===== config.mk =====
export PLATFORM = sky130hd
export DESIGN_NAME = dns_response_rewriter_top
export DESIGN_NICKNAME = d
export VERILOG_FILES = /design/src/design/dnsrw_pkg.sv /design/src/design/dnsrw_core.sv /design/src/design/dnsrw_emit.sv /design/src/design/dns_response_rewriter_top.sv
export SDC_FILE = /design/constraint.sdc
export NUM_CORES = 1
export LEC_CHECK = 0
export BUFFER_PORTS_ARGS = -buffer_cell sky130_fd_sc_hd__buf_4
export CELL_PAD_IN_SITES_DETAIL_PLACEMENT = 2
export CELL_PAD_IN_SITES_GLOBAL_PLACEMENT = 2
export CORE_AREA = 2 2 137 139
export CTS_CLUSTER_DIAMETER = 120
export CTS_CLUSTER_SIZE = 14
export DETAILED_ROUTE_END_ITERATION = 10
export DIE_AREA = 0 0 139 141
export PLACE_DENSITY_LB_ADDON = 0.25
export SYNTH_ARGS = -nofsm -noshare
export SYNTH_HDL_FRONTEND = slang
export SYNTH_SLANG_ARGS = --single-unit

===== constraint.sdc =====
create_clock -name clk -period 8.86 [get_ports clk]
set_input_delay 1.772 -clock clk [delete_from_list [all_inputs] [get_ports clk]]
set_output_delay 1.772 -clock clk [all_outputs]
set_load 0.005 [all_outputs]

===== src/design/dnsrw_pkg.sv =====
package dnsrw_pkg;

	localparam int MAX_QUERY_BYTES_DEF  = 512;
	localparam int EXTRA_COPY_BYTES_DEF = 11;

	localparam logic [31:0] TTL_RESET = 32'h6666_0000;

	localparam logic [1:0] RC_ANSWER   = 2'd0;
	localparam logic [1:0] RC_FORMERR  = 2'd1;
	localparam logic [1:0] RC_SERVFAIL = 2'd2;
	localparam logic [1:0] RC_NOREPLY  = 2'd3;

	localparam int HDR_FLAGS_HI = 2;
	localparam int HDR_FLAGS_LO = 3;
	localparam int HDR_COUNTS   = 4;
	localparam int HDR_AN_HI    = 6;
	localparam int HDR_AN_LO    = 7;
	localparam int HDR_LAST     = 11;

	localparam logic [7:0] FLAGS_HI_MASK = 8'hF9;
	localparam logic [7:0] FLAGS_LO_MASK = 8'h10;
	localparam logic [7:0] FLAG_QR       = 8'h80;
	localparam logic [7:0] FLAG_AA       = 8'h04;

	localparam logic [2:0] QTAIL_LEN = 3'd4;
	localparam int         REC_LEN   = 16;
	localparam int         REC_IDX_W = $clog2(REC_LEN + 1);

	typedef struct packed {
		logic [7:0]  request_byte;
		logic        request_last;
		logic [1:0]  response_code;
		logic [31:0] answer_address;
	} req_t;

	typedef struct packed {
		logic [7:0] response_byte;
		logic       response_last;
	} rsp_t;

	// one pending reply byte, optionally followed by the answer record
	typedef struct packed {
		logic [7:0]  data;
		logic        last;
		logic        rec;
		logic        rec_last;
		logic [31:0] address;
	} step_t;

	function automatic logic [7:0] rec_byte(input logic [3:0] idx, input logic [31:0] ttl,
		input logic [31:0] addr);
		logic [7:0] b;
		b = 8'h00;
		case (idx)
			4'd0:  b = 8'hC0;
			4'd1:  b = 8'h0C;
			4'd2:  b = 8'h00;
			4'd3:  b = 8'h01;
			4'd4:  b = 8'h00;
			4'd5:  b = 8'h01;
			4'd6:  b = ttl[31:24];
			4'd7:  b = ttl[23:16];
			4'd8:  b = ttl[15:8];
			4'd9:  b = ttl[7:0];
			4'd10: b = 8'h00;
			4'd11: b = 8'h04;
			4'd12: b = addr[31:24];
			4'd13: b = addr[23:16];
			4'd14: b = addr[15:8];
			4'd15: b = addr[7:0];
			default: b = 8'h00;
		endcase
		return b;
	endfunction

endpackage


===== src/design/dnsrw_core.sv =====
module dnsrw_core #(
	parameter int MAX_QUERY_BYTES  = dnsrw_pkg::MAX_QUERY_BYTES_DEF,
	parameter int EXTRA_COPY_BYTES = dnsrw_pkg::EXTRA_COPY_BYTES_DEF
) (
	input  logic              clk,
	input  logic              arst_n,
	input  logic              req_valid,
	output logic              req_ready,
	input  dnsrw_pkg::req_t   req,
	output logic              s1_valid,
	output dnsrw_pkg::step_t  s1_step,
	input  logic              s1_pop
);
	import dnsrw_pkg::*;

	localparam int PosW = $clog2(MAX_QUERY_BYTES + 1);

	typedef enum logic [2:0] {
		PH_HEADER, PH_NAME, PH_QTAIL, PH_EXTRA, PH_ECHO, PH_DRAIN
	} phase_t;

	phase_t         phase_q, phase_n;
	logic [PosW-1:0] pos_q, pos_n;
	logic [1:0]     code_q, code_c;
	logic [31:0]    addr_q, addr_c;
	logic [2:0]     tail_q, tail_n, tail_inc;
	logic [3:0]     extra_q, extra_n, extra_inc;
	logic           first_c, endnow, done, emit, last, rec, rec_last;
	logic [7:0]     b, v;
	logic           accept;
	step_t          step_s1;
	logic           valid_s1;

	assign req_ready = !valid_s1 || s1_pop;
	assign accept    = req_valid && req_ready;
	assign s1_valid  = valid_s1;
	assign s1_step   = step_s1;

	always_comb begin
		b         = req.request_byte;
		first_c   = (phase_q == PH_HEADER) && (pos_q == '0);
		code_c    = first_c ? req.response_code : code_q;
		addr_c    = first_c ? req.answer_address : addr_q;
		endnow    = req.request_last || (pos_q >= PosW'(MAX_QUERY_BYTES - 1));
		tail_inc  = tail_q + 3'd1;
		extra_inc = extra_q + 4'd1;
		phase_n   = phase_q;
		tail_n    = tail_q;
		extra_n   = extra_q;
		pos_n     = pos_q;
		v         = b;
		emit      = 1'b0;
		last      = 1'b0;
		rec       = 1'b0;
		rec_last  = 1'b0;
		done      = 1'b0;
		case (phase_q)
			PH_HEADER: begin
				if (code_c == RC_NOREPLY) begin
					done = 1'b1;
				end else begin
					if (pos_q == PosW'(HDR_FLAGS_HI)) begin
						v = (b & FLAGS_HI_MASK) | FLAG_QR | ((code_c == RC_ANSWER) ? FLAG_AA : 8'h00);
					end else if (pos_q == PosW'(HDR_FLAGS_LO)) begin
						v = (b & FLAGS_LO_MASK) | {6'd0, code_c};
					end else if (code_c == RC_ANSWER && pos_q == PosW'(HDR_AN_HI)) begin
						v = 8'h00;
					end else if (code_c == RC_ANSWER && pos_q == PosW'(HDR_AN_LO)) begin
						v = 8'h01;
					end else if (code_c == RC_FORMERR && pos_q >= PosW'(HDR_COUNTS)) begin
						v = 8'h00;
					end
					emit = 1'b1;
					last = endnow || (code_c == RC_FORMERR && pos_q == PosW'(HDR_LAST));
					if (last) begin
						done = 1'b1;
					end else if (pos_q == PosW'(HDR_LAST)) begin
						phase_n = (code_c == RC_ANSWER) ? PH_NAME : PH_ECHO;
					end
				end
			end
			PH_NAME: begin
				emit = 1'b1;
				last = endnow;
				if (endnow) begin
					done = 1'b1;
				end else if (b == 8'h00) begin
					phase_n = PH_QTAIL;
					tail_n  = '0;
				end
			end
			PH_QTAIL: begin
				tail_n = tail_inc;
				emit   = 1'b1;
				if (tail_inc >= QTAIL_LEN) begin
					rec      = 1'b1;
					rec_last = endnow || (EXTRA_COPY_BYTES == 0);
					if (rec_last) begin
						done = 1'b1;
					end else begin
						phase_n = PH_EXTRA;
						extra_n = '0;
					end
				end else begin
					last = endnow;
					done = endnow;
				end
			end
			PH_EXTRA: begin
				extra_n = extra_inc;
				emit    = 1'b1;
				last    = endnow || (extra_inc >= 4'(EXTRA_COPY_BYTES));
				done    = last;
			end
			PH_ECHO: begin
				emit = 1'b1;
				last = endnow;
				done = endnow;
			end
			default: begin
				emit = 1'b0;
			end
		endcase
		if (req.request_last) begin
			pos_n   = '0;
			phase_n = PH_HEADER;
			tail_n  = '0;
			extra_n = '0;
		end else begin
			if (done) begin
				phase_n = PH_DRAIN;
			end
			if (pos_q < PosW'(MAX_QUERY_BYTES)) begin
				pos_n = pos_q + PosW'(1);
			end
		end
	end

	always_ff @(posedge clk or negedge arst_n) begin
		if (!arst_n) begin
			phase_q  <= PH_HEADER;
			pos_q    <= '0;
			code_q   <= '0;
			addr_q   <= '0;
			tail_q   <= '0;
			extra_q  <= '0;
			valid_s1 <= 1'b0;
		end else begin
			if (accept) begin
				phase_q <= phase_n;
				pos_q   <= pos_n;
				code_q  <= code_c;
				addr_q  <= addr_c;
				tail_q  <= tail_n;
				extra_q <= extra_n;
			end
			if (accept && emit) begin
				valid_s1 <= 1'b1;
			end else if (s1_pop) begin
				valid_s1 <= 1'b0;
			end
		end
	end

	always_ff @(posedge clk) begin
		if (accept && emit) begin
			step_s1.data     <= v;
			step_s1.last     <= last;
			step_s1.rec      <= rec;
			step_s1.rec_last <= rec_last;
			step_s1.address  <= addr_c;
		end
	end

endmodule


===== src/design/dnsrw_emit.sv =====
module dnsrw_emit (
	input  logic              clk,
	input  logic              arst_n,
	input  logic              s1_valid,
	input  dnsrw_pkg::step_t  s1_step,
	output logic              s1_pop,
	input  logic [31:0]       ttl,
	output logic              rsp_valid,
	output dnsrw_pkg::rsp_t   rsp,
	input  logic              rsp_ready
);
	import dnsrw_pkg::*;

	logic [REC_IDX_W-1:0] idx_q;
	logic                 load, final_c;
	logic                 rsp_valid_q;
	rsp_t                 rsp_q, rsp_c;

	assign load    = !rsp_valid_q || rsp_ready;
	assign final_c = (!s1_step.rec && idx_q == '0) || (idx_q == REC_IDX_W'(REC_LEN));
	assign s1_pop  = s1_valid && load && final_c;

	always_comb begin
		if (idx_q == '0) begin
			rsp_c.response_byte = s1_step.data;
			rsp_c.response_last = s1_step.last;
		end else begin
			rsp_c.response_byte = rec_byte(4'(idx_q - REC_IDX_W'(1)), ttl, s1_step.address);
			rsp_c.response_last = (idx_q == REC_IDX_W'(REC_LEN)) && s1_step.rec_last;
		end
	end

	always_ff @(posedge clk or negedge arst_n) begin
		if (!arst_n) begin
			idx_q       <= '0;
			rsp_valid_q <= 1'b0;
		end else if (load) begin
			rsp_valid_q <= s1_valid;
			if (s1_valid) begin
				idx_q <= final_c ? '0 : idx_q + REC_IDX_W'(1);
			end
		end
	end

	always_ff @(posedge clk) begin
		if (load && s1_valid) begin
			rsp_q <= rsp_c;
		end
	end

	assign rsp_valid = rsp_valid_q;
	assign rsp       = rsp_q;

endmodule


===== src/design/dns_response_rewriter_top.sv =====
// channel  | handshake             | payload
// req      | req_valid/req_ready   | req (dnsrw_pkg::req_t), one query byte
// rsp      | rsp_valid/rsp_ready   | rsp (dnsrw_pkg::rsp_t), one reply byte
// cfg      | cfg_we                | cfg_wdata, answer TTL
//
// One query byte per cycle while req_ready is high; reply bytes leave via the output register.
// In an answer reply, the byte that completes the question adds the 16-byte answer
// record: the record serializer holds req_ready low while it drains.
// Reset is asynchronous; it clears control state and loads the TTL default.
// A stall on rsp backs up through the output register and the step register.
module dns_response_rewriter_top #(
	parameter int MAX_QUERY_BYTES  = dnsrw_pkg::MAX_QUERY_BYTES_DEF,
	parameter int EXTRA_COPY_BYTES = dnsrw_pkg::EXTRA_COPY_BYTES_DEF
) (
	input  logic             clk,
	input  logic             arst_n,
	input  logic             req_valid,
	output logic             req_ready,
	input  dnsrw_pkg::req_t  req,
	output logic             rsp_valid,
	input  logic             rsp_ready,
	output dnsrw_pkg::rsp_t  rsp,
	input  logic             cfg_we,
	input  logic [31:0]      cfg_wdata
);
	import dnsrw_pkg::*;

	logic [31:0] ttl_q;
	logic        s1_valid, s1_pop;
	step_t       s1_step;

	always_ff @(posedge clk or negedge arst_n) begin
		if (!arst_n) begin
			ttl_q <= TTL_RESET;
		end else if (cfg_we) begin
			ttl_q <= cfg_wdata;
		end
	end

	dnsrw_core #(
		.MAX_QUERY_BYTES  (MAX_QUERY_BYTES),
		.EXTRA_COPY_BYTES (EXTRA_COPY_BYTES)
	) u_core (
		.clk       (clk),
		.arst_n    (arst_n),
		.req_valid (req_valid),
		.req_ready (req_ready),
		.req       (req),
		.s1_valid  (s1_valid),
		.s1_step   (s1_step),
		.s1_pop    (s1_pop)
	);

	dnsrw_emit u_emit (
		.clk       (clk),
		.arst_n    (arst_n),
		.s1_valid  (s1_valid),
		.s1_step   (s1_step),
		.s1_pop    (s1_pop),
		.ttl       (ttl_q),
		.rsp_valid (rsp_valid),
		.rsp       (rsp),
		.rsp_ready (rsp_ready)
	);

	a_stall_while_busy: assert property (@(posedge clk) disable iff (!arst_n)
		(s1_valid && !s1_pop) |-> !req_ready)
		else $error("input accepted while step register busy");

	a_pop_on_load: assert property (@(posedge clk) disable iff (!arst_n)
		s1_pop |-> (s1_valid && (!rsp_valid || rsp_ready)))
		else $error("step released without output load");

	a_pop_shows: assert property (@(posedge clk) disable iff (!arst_n)
		s1_pop |=> rsp_valid)
		else $error("released step produced no output");

endmodule

# After elaboration in Yosys (flattened, before gate mapping)

Cells that the tools add are included.

Input bits: 80
Logic and storage cells: 155
Output and inout port bits: 11
Flip-flop bits (word level): 145

Add/subtract/negate cells: 5
Multiplexer cells: 47
Magnitude comparators: 5
Reduce and logical (&&, ||, !) cells: 41
Equal/unequal tests: 38
Bitwise logic cells: 2

Operator list:

| kind                    | count |
|---|---|
| $pmux W8 S13            | 1 |
| $mux W8                 | 7 |
| $mux W3                 | 14 |
| $eq A4 B4 Y1 const B    | 8 |
| $mux W32                | 1 |
| $eq A10 B2 Y1 const B   | 2 |
| $eq A10 B3 Y1 const B   | 2 |
| $mux W10                | 2 |
| $eq A4 B3 Y1 const B    | 4 |
| $mux W4                 | 3 |
| $ne A4 B3 Y1 const B    | 3 |
| $logic_and A1 B1 Y1     | 11 |
| $add A10 B1 Y10 const B | 1 |
| $eq A10 B4 Y1 const B   | 1 |
| $ge A10 B3 Y1 const B   | 1 |
| $ge A10 B9 Y1 const B   | 1 |
| $logic_not A10 Y1       | 1 |
| $lt A10 B10 Y1 const B  | 1 |
| $mux W1                 | 10 |
| $mux W9                 | 1 |
| $pmux W3 S3             | 1 |
| $reduce_and A9 Y1       | 1 |
| $eq A4 B2 Y1 const B    | 2 |
| $logic_not A8 Y1        | 1 |
| 40 further kinds        | 58 |

# Logic depth before layout (Yosys ltp)

Depth in word-level cells: 12
Gate-level depth with buffers: 9
Mapped depth without buffers: 8

# Modules after synthesis

From an unflattened synthesis, not the netlist that was laid out.

Cell total of the unflattened synthesis: 661
Area, all modules: 7,803.7 µm²

Modules (own cells, without submodules):

| module                    | cells each | sequential area each (µm²) | area each (µm²) | instances |
|---|---|---|---|---|
| dnsrw_core                | 381        | 2,667.6                    | 4,708.3         | 1 |
| dnsrw_emit                | 212        | 420.4                      | 1,740.4         | 1 |
| dns_response_rewriter_top | 68         | 810.8                      | 1,355.0         | 1 |

# Worst setup path before layout

OpenSTA, ideal clock, no wires.

Path kind: input -> register
From: in rsp_ready
To: reg u_core.step_s1, in the netlist u_core.s1_step[0] (enable)
Setup time: 0.459 ns
Stages on the path: 5
Data required time: 8.401 ns
Data arrival time: 4.467 ns
Buffers on the path: 1
Path slack: 3.934 ns
Cell sequence: nand2b_1 -> a41o_1 -> buf_2 -> nand2_1 -> a21oi_1

Longest elaborated chain between the ends: 6

RTL lines:

| element                           | RTL line                        | text |
|---|---|---|
| start: declaration                | dns_response_rewriter_top.sv:21 | `input logic rsp_ready,` |
| $logic_or A1 B1 Y1                | dnsrw_emit.sv:19                | `assign load = !rsp_valid_q \|\| rsp_ready;` |
| $logic_and A1 B1 Y1 (2 in series) | dnsrw_emit.sv:21                | `assign s1_pop = s1_valid && load && final_c;` |
| $logic_or A1 B1 Y1                | dnsrw_core.sv:34                | `assign req_ready = !valid_s1 \|\| s1_pop;` |
| $logic_and A1 B1 Y1               | dnsrw_core.sv:35                | `assign accept = req_valid && req_ready;` |
| $logic_and A1 B1 Y1               | dnsrw_core.sv:166               | `if (accept && emit) begin` |
| end: declaration                  | dnsrw_core.sv:31                | `step_t step_s1;` |

No other way between the ends.
A chain may end at the register's enable or synchronous reset.

# Final worst setup path

From: in rsp_ready
To: out req_ready

Longest elaborated chain between the ends: 4

RTL lines:

| element                           | RTL line                        | text |
|---|---|---|
| $logic_or A1 B1 Y1                | dnsrw_emit.sv:19                |  |
| $logic_and A1 B1 Y1 (2 in series) | dnsrw_emit.sv:21                |  |
| $logic_or A1 B1 Y1                | dnsrw_core.sv:34                |  |
| end: declaration                  | dns_response_rewriter_top.sv:18 | `output logic req_ready,` |

No other way between the ends.

==> out/metrics.yaml <==
critical_path:
  crit_path_cell_trace: "buf_4 > nand2b_1 > nand3_1 > nand2_1 > buf_4"
  critPathSlowestCell: "nand2b_1"
  end_kind: "primary output"
  r2r-start: "u_core.pos_q[0]"
  max_stage_delay_ns: 0.20
  startpoint_type: "input port"
  regToRegSetupSlack_ns: 5.19
  crit_buf_inv: 2
  path_delay_family: "simple AND/OR/NAND/NOR gates"
  crit_type: "input port to primary output"
  worstPathRequired_ns: 7.09
  crit_path_max_fanout: 5
  worst-r2r-cell-count: 8
  r2r-end: "u_core.s1_valid"
  cp.arrival_ns: 2.43
  cp.depth: 5
  crit_top_cell: "buf_4"
yosys:
  synth_edf_count: 52
  yosysTopAreaCellShare: 0.283
  async_flop_share: 0.641
  yosys-top-cells-area: "dfrtp_1, edfxtp_1, mux2_2"
  netlist_instances: 655
  synth_top_area_cell: "dfrtp_1"
  muxShareOfSynthArea: 0.168
  synthXorXnorAreaFrac: 0.00466
  syn-cell-area_um2: 7520
  synthDistinctLibCells: 70
  ys_seq_area_frac: 0.518
  synth_top_family_by_area: "multiplexers"
  synth_fa_ha_area_frac: 0.0183
  synthSimpleGateAreaFrac: 0.123
  dominantRegCellSynth: "dfrtp_1"
  synth_compound_area_frac: 0.139
  ys_ff_latch: 145
  ys_warn_count: 0
  synth_nets: 746
  synth.avg_cell_area_um2: 11.5
sta:
  min_period_over_period: 0.475
  hold_viol: 0
  maxSlewViolCount: 0
  fmax_mhz: 238
  maxSlewHeadroom: 0.339
  finalCriticalPeriod_ns: 4.20
  setup_viol_count_final: 0
  fin_setup_tns_ns: 0
  grt_setup_unrepaired: "false"
  fin_worst_skew_ns: 0.0257
  worst_pin_slew_ns: 0.992
global_route:
  grt_pass1_wl_um: 36500
  antenna_found_initial: 0
  gr-total-overflow: 0
  first_global_vias: 6362
  grt_max_degree: 66
  groute.usage.overall: 0.241
power:
  powerDensity_nw_per_um2: 297
  ir_drop_v: 0.000156
  p_leak_nw: 3.66
clock_tree:
  root_buffer: "clkbuf_16"
  htree_levels: 4
  cts_max_path_buffers: 2
  worstSkewPairLatency_ns: 0.45
  cts_resized: 0
  cts_buffers: 17
  cts_setup_buffers: 0
  cts_hold_buf: 0
  cts.sinks: 145
  cts.clk_slew.worst_paths_ns: 0.07
  cts_tree: "done"
cells_and_area:
  area_growth_pct: 19.6
  fillCellCount: 1824
  layout.nets: 822
  drive_gt1_frac: 0.344
  regArea_um2: 3900
  n_antenna_cell: 0
  utilization: 0.492
  multiInputGateArea_um2: 3420
place:
  buffer_ports.inserted: 90
  dpl.hpwl_um: 16100
  gp_congestion: 0.865
routing:
  drtIter0Drc: 373
  viasPerCell: 5.96
  drcViolationCount: 0
  first_pass_iters: 5
  wl_um: 22900
  postRouteAntennaNets: 0
  via_count: 5828
  wl_per_cell_um: 23.4
floorplanning:
  fp.dieW_um: 139
  std_cell_rows: 50
  coreArea_um2: 18300
  die_area_um2: 19600
  io_pins: 91
  dieHeight_um: 141
  initial_core_util: 0.412
min_path:
  holdCritStartpoint: "u_core.addr_q[18]"
  min_to: "u_core.addr_q[18]"
  worstHoldPathCells: 1
  hold_path_class: "flip-flop to flip-flop"
outcome:
  status: "complete, no violations"
flow_run:
  cap_viol_max_count: 0
==> area by class of cell <==
type	count	area share
clock buffers	17	0.0473
inverters	12	0.00501
repair buffers	95	0.0793
well taps	234	0.0325
multi-input cells	460	0.380
flip-flops and latches	145	0.433
clock inverters	15	0.0221
==> worst max path at each step <==
stage          startpoint                 to  slack, ns
6_report        rsp_ready          req_ready       4.66
3_5_place_dp    rsp_ready          req_ready       4.66
4_1_cts         rsp_ready          req_ready       4.66
2_1_floorplan   rsp_ready  u_core.s1_step[0]       3.93
5_1_grt         rsp_ready          req_ready       4.61
3_3_place_gp    rsp_ready          req_ready       4.71
==> flip-flops by register name (all words and copies together) (netlist names) <==
register / flops
ttl_q: 32
u_core.addr_q: 32
u_core.code_q: 2
u_core.extra_q: 4
u_core.phase_q: 3
u_core.pos_q: 10
u_core.s1_step: 43
u_core.s1_valid: 1
u_core.tail_q: 3
u_emit.idx_q: 5
u_emit.rsp: 9
u_emit.rsp_valid: 1
==> cell usage after synthesis (all sizes together), types with 8 or more instances <==
master  count
ha         11
nor2       35
dfstp       8
nand2      52
mux2      107
o21ai      30
dfrtp      85
edfxtp     52
buf        16
nand2b     13
nor4        8
nor3       13
a21oi      23
a22oi      10
nand3      14
o211ai      8
and2        8
clkbuf     22
inv        12
nand4       8
==> per-stage QoR <==
stage | instances | cell area [um2] | total power, mW | hold slack (ns) | worst slack (ns)
2_1_floorplan | 655 | 7520 | 1.58 | 0.471 | 3.93
3_3_place_gp | 946 | 8370 | 1.86 | 0.484 | 4.71
3_5_place_dp | 946 | 8370 | 1.92 | 0.494 | 4.66
4_1_cts | 978 | 9000 | 2.69 | 0.510 | 4.66
5_1_grt | 978 | 9000 | 2.82 | 0.519 | 4.61
6_report | 978 | 9000 | 2.67 | 0.508 | 4.66
==> placed cells by master, fill, tap and decap left out, types with 10 or more instances in the layout <==
| master | synthesis | final |
|---|---|---|
| a22oi_1 | 10 | 10 |
| dfrtp_1 | 85 | 85 |
| ha_1 | 11 | 11 |
| a21oi_1 | 23 | 22 |
| inv_1 | 12 | 12 |
| buf_4 | 3 | 95 |
| o21ai_0 | 29 | 29 |
| edfxtp_1 | 52 | 52 |
| nand3_1 | 14 | 14 |
| clkbuf_16 | 0 | 17 |
| nand2_1 | 52 | 52 |
| nor2_1 | 34 | 34 |
| nor3_1 | 13 | 13 |
| mux2_2 | 107 | 107 |
| nand2b_1 | 13 | 13 |
==> layer usage <==
| layer | vias up | GRT usage | wire [um] |
|---|---|---|---|
| li1 | 2630 | - | - |
| met3 | 24 | 0.0479 | 768 |
| met1 | 3037 | 0.315 | 10200 |
| met2 | 137 | 0.409 | 11500 |
| met4 | 0 | 0.0734 | 389 |
| met5 | - | 0 | 0 |
==> power by group <==
group / internal [mW] / switching, mW / total (mW) / leakage (nW)
Combinational: 0.361 / 0.521 / 0.881 / 1.74
Sequential: 0.871 / 0.173 / 1.04 / 1.62
Clock: 0.387 / 0.359 / 0.746 / 0.303
==> cells by family after synthesis <==
group,count (synthesis)
AO/OA/AOI/OAI,150
XOR/XNOR,4
adder cells (fa/ha/maj),11
buffers and inverters,50
flip-flops,145
multiplexers,113
AND/OR/NAND/NOR,182
(Power assumes the default switching activity.)
